### src/rtl/core/hrsp_pkg.sv
`default_nettype none
package hrsp_pkg;

    localparam int RecBytes = 22;
    localparam int IdxW     = 5;
    localparam int CfgIdxW  = 2;

    typedef logic [RecBytes-1:0][7:0] rec_t;

    typedef enum logic [CfgIdxW-1:0] {
        CfgCoincMode = 2'd0,
        CfgFirstCode = 2'd1,
        CfgNextCode  = 2'd2
    } cfg_idx_t;

    typedef enum logic [2:0] {
        StOk           = 3'd0,
        StZeroAmp      = 3'd1,
        StBadHeader    = 3'd2,
        StFrameChanged = 3'd3,
        StSeqBackwards = 3'd4
    } status_t;

    typedef struct packed {
        logic       coinc_mode;
        logic [7:0] first_code;
        logic [7:0] next_code;
    } cfg_t;

    typedef struct packed {
        logic [31:0] prev_seq;
        logic [7:0]  prev_frame;
        logic [31:0] prev_sync;
        logic [15:0] roll;
        logic [15:0] ref_sync;
        logic        seen;
    } track_t;

    typedef struct packed {
        logic        lead_hit;
        logic [15:0] target_id;
        logic [7:0]  die_number;
        logic [31:0] seq_number;
        logic [7:0]  frame_number;
        logic [31:0] relative_sync;
        logic [31:0] time_stamp;
        logic [15:0] cell_count_a;
        logic [15:0] cell_count_b;
        logic [15:0] cell_count_c;
        logic [15:0] cell_count_d;
        status_t     status;
    } result_t;

endpackage
`default_nettype wire

### src/rtl/core/hit_record_stream_parser_unit.sv
// hit record stream parser
// in channel: one stream byte per beat on raw_byte (in_valid / in_stall).
// a record is 22 little-endian data bytes, preceded by one header byte when
// coincidence_mode is set (23 bytes per record).
// out channel: one beat per finished record with the decoded fields,
// lead_hit, relative_sync and status (out_valid / out_stall).
// cfg channel: cfg_valid / cfg_ready with cfg_index and cfg_data; cfg_ready
// is always high; write only while no record is in progress.
// throughput: one byte per cycle while in_stall is low.
// the last byte of a record sets a pending flag; once the output is free the
// completed record is decoded into the result register and out_valid rises.
// in_stall rises only when a completed record waits while the previous result
// is still stalled at the output; otherwise bytes flow freely.
// an error status (bad header, frame changed, sequence backwards) halts the
// block: bytes are still taken but dropped, and no result follows until reset.
// reset clears the byte count, tracking state, halt flag and output valid,
// and loads the register defaults (plain mode, header codes 1 and 2).
`default_nettype none
module hit_record_stream_parser_unit (
    input  var logic                          clk,
    input  var logic                          rst_n,
    input  var logic                          in_valid,
    output var logic                          in_stall,
    input  var logic [7:0]                    raw_byte,
    output var logic                          out_valid,
    input  var logic                          out_stall,
    output var logic                          lead_hit,
    output var logic [15:0]                   target_id,
    output var logic [7:0]                    die_number,
    output var logic [31:0]                   seq_number,
    output var logic [7:0]                    frame_number,
    output var logic [31:0]                   relative_sync,
    output var logic [31:0]                   time_stamp,
    output var logic [15:0]                   cell_count_a,
    output var logic [15:0]                   cell_count_b,
    output var logic [15:0]                   cell_count_c,
    output var logic [15:0]                   cell_count_d,
    output var logic [2:0]                    status,
    input  var logic                          cfg_valid,
    output var logic                          cfg_ready,
    input  var logic [hrsp_pkg::CfgIdxW-1:0]  cfg_index,
    input  var logic [7:0]                    cfg_data
);
    import hrsp_pkg::*;

    cfg_t              cfg_reg;
    rec_t              rec_reg;
    logic [7:0]        header_reg;
    logic [IdxW-1:0]   idx_reg;
    logic [IdxW-1:0]   idx_next;
    logic              pend_reg;
    logic              pend_next;
    logic              halted_reg;
    logic              halted_next;
    track_t            track_reg;
    track_t            track_next;
    result_t           res_reg;
    result_t           res_dec;
    logic              out_valid_reg;
    logic              out_valid_next;
    logic              dec_error;
    logic              in_fire;
    logic              take;
    logic              fire;
    logic              last;
    logic              wr_en;
    logic [IdxW-1:0]   wr_idx;

    assign cfg_ready = 1'b1;

    hrsp_decode u_decode (
        .rec        (rec_reg),
        .header     (header_reg),
        .cfg        (cfg_reg),
        .track      (track_reg),
        .res        (res_dec),
        .track_next (track_next),
        .error      (dec_error)
    );

    always_comb
    begin
        fire     = pend_reg && (!out_valid_reg || !out_stall);
        in_stall = pend_reg && !fire;
        in_fire  = in_valid && !in_stall;
        take     = in_fire && !halted_reg;

        if (cfg_reg.coinc_mode)
        begin
            wr_idx = idx_reg - IdxW'(1);
            wr_en  = (idx_reg != '0) && (wr_idx < IdxW'(RecBytes));
            last   = idx_reg >= IdxW'(RecBytes);
        end
        else
        begin
            wr_idx = idx_reg;
            wr_en  = idx_reg < IdxW'(RecBytes);
            last   = idx_reg >= IdxW'(RecBytes - 1);
        end

        idx_next = idx_reg;
        if (take)
            idx_next = last ? '0 : idx_reg + IdxW'(1);

        pend_next = pend_reg;
        if (fire)
            pend_next = 1'b0;
        if (take && last)
            pend_next = 1'b1;

        halted_next = halted_reg || (fire && dec_error);

        if (fire)
            out_valid_next = 1'b1;
        else
            out_valid_next = out_valid_reg && out_stall;
    end

    always_ff @(posedge clk or negedge rst_n)
    begin
        if (!rst_n)
        begin
            cfg_reg.coinc_mode <= 1'b0;
            cfg_reg.first_code <= 8'd1;
            cfg_reg.next_code  <= 8'd2;
            idx_reg            <= '0;
            pend_reg           <= 1'b0;
            halted_reg         <= 1'b0;
            track_reg          <= '0;
            out_valid_reg      <= 1'b0;
        end
        else
        begin
            if (cfg_valid && cfg_ready)
            begin
                case (cfg_index)
                    CfgCoincMode: cfg_reg.coinc_mode <= cfg_data[0];
                    CfgFirstCode: cfg_reg.first_code <= cfg_data;
                    CfgNextCode:  cfg_reg.next_code  <= cfg_data;
                    default:      ;
                endcase
            end
            idx_reg       <= idx_next;
            pend_reg      <= pend_next;
            halted_reg    <= halted_next;
            out_valid_reg <= out_valid_next;
            if (fire && !dec_error)
                track_reg <= track_next;
        end
    end

    // record bytes and result payload carry no reset
    always_ff @(posedge clk)
    begin
        if (take)
        begin
            if (cfg_reg.coinc_mode && idx_reg == '0)
                header_reg <= raw_byte;
            else if (wr_en)
                rec_reg[wr_idx] <= raw_byte;
        end
        if (fire)
            res_reg <= res_dec;
    end

    assign out_valid      = out_valid_reg;
    assign lead_hit       = res_reg.lead_hit;
    assign target_id      = res_reg.target_id;
    assign die_number     = res_reg.die_number;
    assign seq_number     = res_reg.seq_number;
    assign frame_number   = res_reg.frame_number;
    assign relative_sync  = res_reg.relative_sync;
    assign time_stamp     = res_reg.time_stamp;
    assign cell_count_a   = res_reg.cell_count_a;
    assign cell_count_b   = res_reg.cell_count_b;
    assign cell_count_c   = res_reg.cell_count_c;
    assign cell_count_d   = res_reg.cell_count_d;
    assign status         = res_reg.status;

endmodule
`default_nettype wire

### src/rtl/core/hrsp_decode.sv
`default_nettype none
module hrsp_decode (
    input  var hrsp_pkg::rec_t    rec,
    input  var logic [7:0]        header,
    input  var hrsp_pkg::cfg_t    cfg,
    input  var hrsp_pkg::track_t  track,
    output var hrsp_pkg::result_t res,
    output var hrsp_pkg::track_t  track_next,
    output var logic              error
);
    import hrsp_pkg::*;

    logic [31:0] seq;
    logic [7:0]  frame;
    logic [15:0] sync16;
    logic [31:0] pseq;
    logic [7:0]  pframe;
    logic [31:0] psync;
    logic [15:0] roll;
    logic [15:0] roll_inc;
    logic [15:0] ref_sync;
    logic [31:0] ext;
    logic [31:0] ext_up;
    logic [31:0] rel_a;
    logic [31:0] rel_b;
    logic        wrap;
    logic        bad_hdr;
    logic        frm_chg;
    logic        seq_back;
    logic        zero_amp;
    logic        first;

    always_comb
    begin
        seq    = {rec[3], rec[2], rec[1], rec[0]};
        frame  = rec[4];
        sync16 = {rec[6], rec[5]};

        // first record after reset tracks against itself
        pseq     = track.seen ? track.prev_seq   : seq;
        pframe   = track.seen ? track.prev_frame : frame;
        psync    = track.seen ? track.prev_sync  : {16'd0, sync16};
        roll     = track.seen ? track.roll       : 16'd0;
        ref_sync = track.seen ? track.ref_sync   : sync16;

        bad_hdr  = cfg.coinc_mode && (header != cfg.first_code)
                   && (header != cfg.next_code);
        frm_chg  = (seq == pseq) && (frame != pframe);
        seq_back = seq < pseq;
        error    = bad_hdr || frm_chg || seq_back;

        roll_inc = roll + 16'd1;
        ext      = {roll, sync16};
        ext_up   = {roll_inc, sync16};
        wrap     = ext < psync;
        rel_a    = ext - {16'd0, ref_sync} + 32'd1;
        rel_b    = ext_up - {16'd0, ref_sync} + 32'd1;

        zero_amp = ({rec[15], rec[14]} == 16'd0) && ({rec[17], rec[16]} == 16'd0)
                   && ({rec[19], rec[18]} == 16'd0) && ({rec[21], rec[20]} == 16'd0);

        if (cfg.coinc_mode)
            first = (header == cfg.first_code) || !track.seen;
        else
            first = (seq != pseq) || !track.seen;

        res.lead_hit       = first && !error;
        res.target_id      = {rec[8], rec[7]};
        res.die_number     = rec[9];
        res.seq_number     = seq;
        res.frame_number   = frame;
        res.relative_sync  = error ? 32'd0 : (wrap ? rel_b : rel_a);
        res.time_stamp     = {rec[13], rec[12], rec[11], rec[10]};
        res.cell_count_a   = {rec[15], rec[14]};
        res.cell_count_b   = {rec[17], rec[16]};
        res.cell_count_c   = {rec[19], rec[18]};
        res.cell_count_d   = {rec[21], rec[20]};

        if (bad_hdr)
            res.status = StBadHeader;
        else if (frm_chg)
            res.status = StFrameChanged;
        else if (seq_back)
            res.status = StSeqBackwards;
        else if (zero_amp)
            res.status = StZeroAmp;
        else
            res.status = StOk;

        track_next.prev_seq   = seq;
        track_next.prev_frame = frame;
        track_next.prev_sync  = wrap ? ext_up : ext;
        track_next.roll       = wrap ? roll_inc : roll;
        track_next.ref_sync   = ref_sync;
        track_next.seen       = 1'b1;
    end

endmodule
`default_nettype wire

### config.mk
export PLATFORM = sky130hd
export DESIGN_NAME = hit_record_stream_parser_unit
export DESIGN_NICKNAME = d
export VERILOG_FILES = /design/src/rtl/core/hrsp_pkg.sv /design/src/rtl/core/hit_record_stream_parser_unit.sv /design/src/rtl/core/hrsp_decode.sv
export SDC_FILE = /design/constraint.sdc
export NUM_CORES = 1
export LEC_CHECK = 0
export BUFFER_PORTS_ARGS = -buffer_cell sky130_fd_sc_hd__buf_4
export CAP_MARGIN = 30
export CORE_UTILIZATION = 40
export CTS_CLUSTER_DIAMETER = 200
export DETAILED_ROUTE_END_ITERATION = 12
export PLACE_DENSITY = 0.69
export SLEW_MARGIN = 20
export SYNTH_ARGS = -nofsm -noshare
export SYNTH_HDL_FRONTEND = slang
export SYNTH_SLANG_ARGS = --single-unit
### constraint.sdc
create_clock -name clk -period 15.9 [get_ports clk]
set_clock_uncertainty 0.2 [all_clocks]
set_input_delay 0.795 -clock clk [delete_from_list [all_inputs] [get_ports clk]]
set_output_delay 0.795 -clock clk [all_outputs]
set_load 0.02 [all_outputs]
======== Yosys cells after proc, flatten, opt, wreduce, memory -nomap -nowiden ========
Index checks and enable logic that the tools add are counted.
cells by class
  add/sub/neg operators ................... 7
  multipliers ............................. 0
  divide/modulo/power cells ............... 0
  order comparisons ....................... 8
  equality and inequality tests ........... 8
  shift operators ......................... 0
  mux-type cells .......................... 22
  bitwise gates (word level) .............. 1
  reductions and logical operators ........ 45
operators by type and width
  operator                                            count
  bitwise mux 176 bit                                 1
  2-to-1 mux 32 bit                                   4
  adder 32 x 1 -> 32 bit, second input constant       2
  zero test 16 bit                                    4
  < comparator 32 bit                                 2
  subtractor 32 x 16 -> 32 bit                        2
  2-to-1 mux 16 bit                                   3
  demux 8 bit (select 5 bit)                          1
  == test 32 bit                                      1
  inequality test 32 bit                              1
  inequality test 8 bit                               3
  logical AND 1 bit                                   18
  adder 16 x 1 -> 16 bit, second input constant       1
  2-to-1 mux 8 bit                                    2
  >= comparator 5 bit, second input constant          2
  < comparator 5 bit, second input constant           2
  2-to-1 mux 5 bit                                    2
  == test 8 bit                                       1
  2-to-1 mux 1 bit                                    8
  AND reduction 2 bit                                 4
  zero test 1 bit                                     7
  logical OR 1 bit                                    6
  < comparator 5 x 6 -> 1 bit, second input constant  1
  adder 5 x 1 -> 5 bit, second input constant         1
  12 further kinds                                    12
word-level totals
  register bits ........................... 510
  latch bits .............................. 0
  RAM bits ................................ 0
  memory bits (read-only) ................. 0
  input bits .............................. 23
  word-level logic and storage cells ...... 140
  memories ................................ 0

======== Logic depth before layout (Yosys ltp) ========
  word-level depth ........................ 10
  depth in mapped cells ................... 22

======== Hierarchy ========
From an unflattened synthesis, not the netlist that was laid out.
second synthesis, totals
  cell total of the unflattened synthesis .. 1856
  area, all modules ....................... 24786.3 um2
modules (own cells, without submodules)
  module                         times used  cells an instance  area an instance (um2)  seq. area each (um2)
  hit_record_stream_parser_unit  1           760                16829.9                 14666.6
  hrsp_decode                    1           1096               7956.4                  0.0

======== Least setup slack after synthesis ========
No wires, ideal clock.
  kind .................................... in2reg
  from .................................... input port out_stall
  to ...................................... register track_reg[100] (netlist bit)
  library setup time ...................... 117 ps
  arrival time ............................ 9483 ps
  path slack .............................. 6100 ps
  cell stages on the path ................. 7
  buffers on the path ..................... 2
  cells stage by stage .................... nand2_1 > and2_0 > nand3_1 > buf_2 > buf_1 > nand2_1 > nand2_1
on the way
  word-level cells in the longest chain between the ends .. 4
RTL lines
  item                  RTL line                              RTL
  start, declared       hit_record_stream_parser_unit.sv:26   input var logic out_stall,
  zero test 1 bit       hit_record_stream_parser_unit.sv:83   fire = pend_reg && (!out_valid_reg || !out_stall);
  logical OR 1 bit      hit_record_stream_parser_unit.sv:83
  logical AND 1 bit     hit_record_stream_parser_unit.sv:83
  net fire              hit_record_stream_parser_unit.sv:64   logic fire;
  logical AND 1 bit     hit_record_stream_parser_unit.sv:147  if (fire && !dec_error)
  end signal, assigned  hit_record_stream_parser_unit.sv:148  track_reg <= track_next;
  end, declared         hit_record_stream_parser_unit.sv:55   track_t track_reg;
The timed path passes the listed nets, and every way through them passes these cells.
A chain may end at the register's enable or synchronous reset.

======== Final worst setup path ========
  from .................................... register track_reg[0] (netlist bit)
  to ...................................... register res_reg (netlist bit relative_sync[29]), data pin
on the way
  word-level cells in the longest chain between the ends .. 5
  elaborated cells between the ends (all ways) .. 18
  those cells by class .................... 5 x add/sub; 2 x order compare; 2 x eq/ne; 6 x mux; 3 x reduce/logical
RTL lines
  item                                                               RTL line                              RTL
  2-to-1 mux 16 bit, or another cell as far along                    hrsp_decode.sv:43                     roll = track.seen ? track.roll : 16'd0;
  adder 16 x 1 -> 16 bit, or another cell as far along               hrsp_decode.sv:52                     roll_inc = roll + 16'd1;
  subtractor 32 x 16 -> 32 bit or logical AND 1 bit (tied branches)  hrsp_decode.sv:57, hrsp_decode.sv:48
  adder 32 x 1 -> 32 bit or logical OR 1 bit (tied branches)         hrsp_decode.sv:57, hrsp_decode.sv:50
  2-to-1 mux 32 bit or logical OR 1 bit (tied branches)              hrsp_decode.sv:72, hrsp_decode.sv:50
  end signal, assigned                                               hit_record_stream_parser_unit.sv:163  res_reg <= res_dec;
  end, declared                                                      hit_record_stream_parser_unit.sv:57   result_t res_reg;
Parallel ways exist; a longest one is shown, timed or not.

==> impl_metrics.csv <==
group,metric,value,unit
synthesis,seq_area_frac_synth,64.8,%
timing,period_share,35.7,%
pwr,powerDensity,131,nW/um^2
cts,cts_buffers,50,
synthesis,yosys.area_share.adder,6.78,%
cells_and_area,finish.net_count,2041,
synthesis,synth_edf_count,380,
grt,grt_pass1_vias,13983,
cts,clock-root-buffer,"clkbuf_16",
detailed_routing,routed_via_density,5.31,
cells_and_area,antennaDiodeCount,0,
synthesis,synth.area.mux_share,3.36,%
detailed_routing,wire_per_inst,19.6,um
synthesis,synthArstFlopShare,23.1,%
cts,clk-insertion-delay-late,0.62,ns
die,start_util,40.7,%
grt,grt_overflow,0,
cts,cts.sinks,494,
place,dpl.cell_count,2541,
die,io_pins,222,
timing,setup_violations,0,
cts,cts_tree,"yes",
grt,grt_max_degree,167,
timing,post-route-min-period,5.68,ns
critical_path,worst_setup_path_start_kind,"register",
cells_and_area,fin_cells,2635,
timing,max_freq,176,MHz
timing,rsz0062_at_grt,"no",
detailed_routing,wl,51.6,mm
synthesis,ys_types,89,
hold_path,hold_path_class,"reg -> reg",
die,die_w,237,um
cells_and_area,largest_register_ffs,176,
place,io_buffers,220,
job,drv_cap,0,
synthesis,ys_ff_latch,494,
die,core,54100,sq um
synthesis,synth_area,22000,sq um
synthesis,synth_fp_nets,1808,
cts,ctsHtreeMaxLevel,2,
cts,postCtsSetupBuffers,0,
grt,gr-usage-all-layers,18.3,%
outcome,status,"finished, final reports clean",
grt,grt_antenna_before_repair,0,
cells_and_area,post-route-cell-area,26200,sq um
cts,cts_resized,0,
pwr,p_leak,10.4,nW
cts,cts_buffer_depth,3,
cells_and_area,areaGrowthSynthToFinish,18.8,%
cells_and_area,final_layout_size_suffix_gt1_share,19.4,%
critical_path,crit_path_max_fanout,77,
timing,hold_viol,0,
pwr,ir_worst_vdd,0.0000921,V
timing,timing.final.max_slew_violations,0,
place,dp_hpwl,34.8,mm
place,gp_congestion,0.911,
cts,clk_pin_slew,0.06,ns
synthesis,synth_most_common_cell,"edfxtp_1",
detailed_routing,drc,0,
place,placed_area,24400,sq um
synthesis,synth_top_family_by_area,"simple AND/OR/NAND/NOR gates",
critical_path,required,16.01,ns
die,die_y,237,um
detailed_routing,ant_nets,0,
synthesis,synth.top_cell.area_share,51.8,%
critical_path,end_kind,"register",
cells_and_area,fill_cells,4614,
die,dieArea,56000,sq um
critical_path,arrival,5.79,ns
die,rows,85,
detailed_routing,drt_first_pass_iters,5,
timing,maxSlewHeadroom,33.6,%
detailed_routing,drt_iter0_markers,1085,
detailed_routing,vias,14001,
timing,hold_ws,0.214,ns
grt,grt_pass1_wl,79.6,mm
synthesis,ys_warn_count,0,
synthesis,synth_area_leaders,"edfxtp_1 52%, dfrtp_1 13%, ha_1 6.6%",
timing,setup_tns,0,ns
synthesis,synth_xor_xnor_area_share,3.80,%
pwr,p_total,0.00343,W
synthesis,synthSimpleGateAreaFrac,10.2,%
synthesis,synthFlopType,"edfxtp_1",
synthesis,synth_top_cell_by_area,"edfxtp_1",
synthesis,yosys-top-cells-count,"380 x edfxtp_1, 221 x nand2_1, 117 x ha_1, 112 x dfrtp_1, 91 x a21oi_1",
timing,tightest_slew,0.996,ns
critical_path,crit_type,"reg -> reg",
synthesis,syn_area_per_cell,13.2,sq um
synthesis,synth_cells,1667,
synthesis,synth-compound-area-share,9.02,%
-- timing repair --
item / 4_1_cts / 5_1_grt
setup endpoints to repair: 0 / 0
hold buffers: 1 / 0
hold endpoints to repair: 34 / 0
-- area by class of cell --
type                            count  area [sq um]  area share [%]
Clock buffer                       60          1290            4.92
Sequential cell                   494         14300            54.5
Multi-Input combinational cell   1064          7350            28.1
Timing Repair Buffer              232          1800            6.86
Clock inverter                     31           385            1.47
Tap cell                          696           871            3.33
Inverter                           58           218           0.832
-- metrics by stage --
step / utilization [%] / setup slack (ns)
2_1_floorplan: - / 6.10
3_3_place_gp: 45.1 / 10.56
3_5_place_dp: 45.1 / 10.31
4_1_cts: 48.2 / 10.30
5_1_grt: 48.4 / 9.79
6_report: 48.4 / 10.22
-- power breakdown --
part	internal (W)	switching, W
sequential	0.00149	0.0000689
clock	0.000684	0.000504
combinational	0.000288	0.000391
-- worst paths after layout --
kind	start	end	slack [ns]	cells past startpoint
max in group asynchronous	rst_n	track_reg[0]	13.86	4
hold reg to reg	rec_reg[98]	time_stamp[18]	0.21	0
min in group asynchronous	rst_n	cfg_reg[15]	0.53	2
setup reg to reg	track_reg[0]	relative_sync[29]	10.22	17
setup / recovery	track_reg[0]	relative_sync[29]	10.22	17
hold / removal	rec_reg[98]	time_stamp[18]	0.21	0
-- worst max-delay path: stages (launching register included) --
cell and delay, ns:
dfrtp_4 0.75, buf_4 0.79, nand2_2 0.27, inv_1 0.19, ha_1 0.30, and4_1 0.31
nand2_1 0.13, xnor2_1 0.28, clkinv_1 0.28, ha_1 0.42, o21ai_0 0.26, nor4_1 0.09
nor3_1 0.25, o211ai_1 0.16, a21o_1 0.20, a21oi_1 0.20, mux2i_1 0.21, o21ai_1 0.09
-- kinds of logic after synthesis --
kind of cell | count (synthesis)
AOI/OAI and AO/OA | 300
buffers and inverters | 109
adders and majority gates | 119
muxes | 70
xor gates and xnor gates | 90
and+or+nand+nor | 484
other | 1
DFF | 494
-- cell usage in the layout, fill, tap and decap left out, drive strengths merged, types with 20 or more instances in the layout --
cell    count
nand2     223
clkinv     20
a21o       24
nor3       24
inv        60
nor2b      26
clkbuf     60
xnor2      57
mux2i      39
dfrtp     112
a21oi      95
ha        117
o21ai      75
nor4       26
edfxtp    380
mux2       31
buf       231
nor2       92
xor2       33
-- routing by layer --
layer | wire [um] | vias to the layer above | track usage (%)
li1 | - | 6615 | -
met1 | 22700 | 6901 | 24.2
met2 | 24400 | 421 | 29.8
met3 | 3590 | 64 | 5.00
met4 | 911 | 0 | 4.15
met5 | 0 | - | 0
Power figures use the tool's default switching activity.
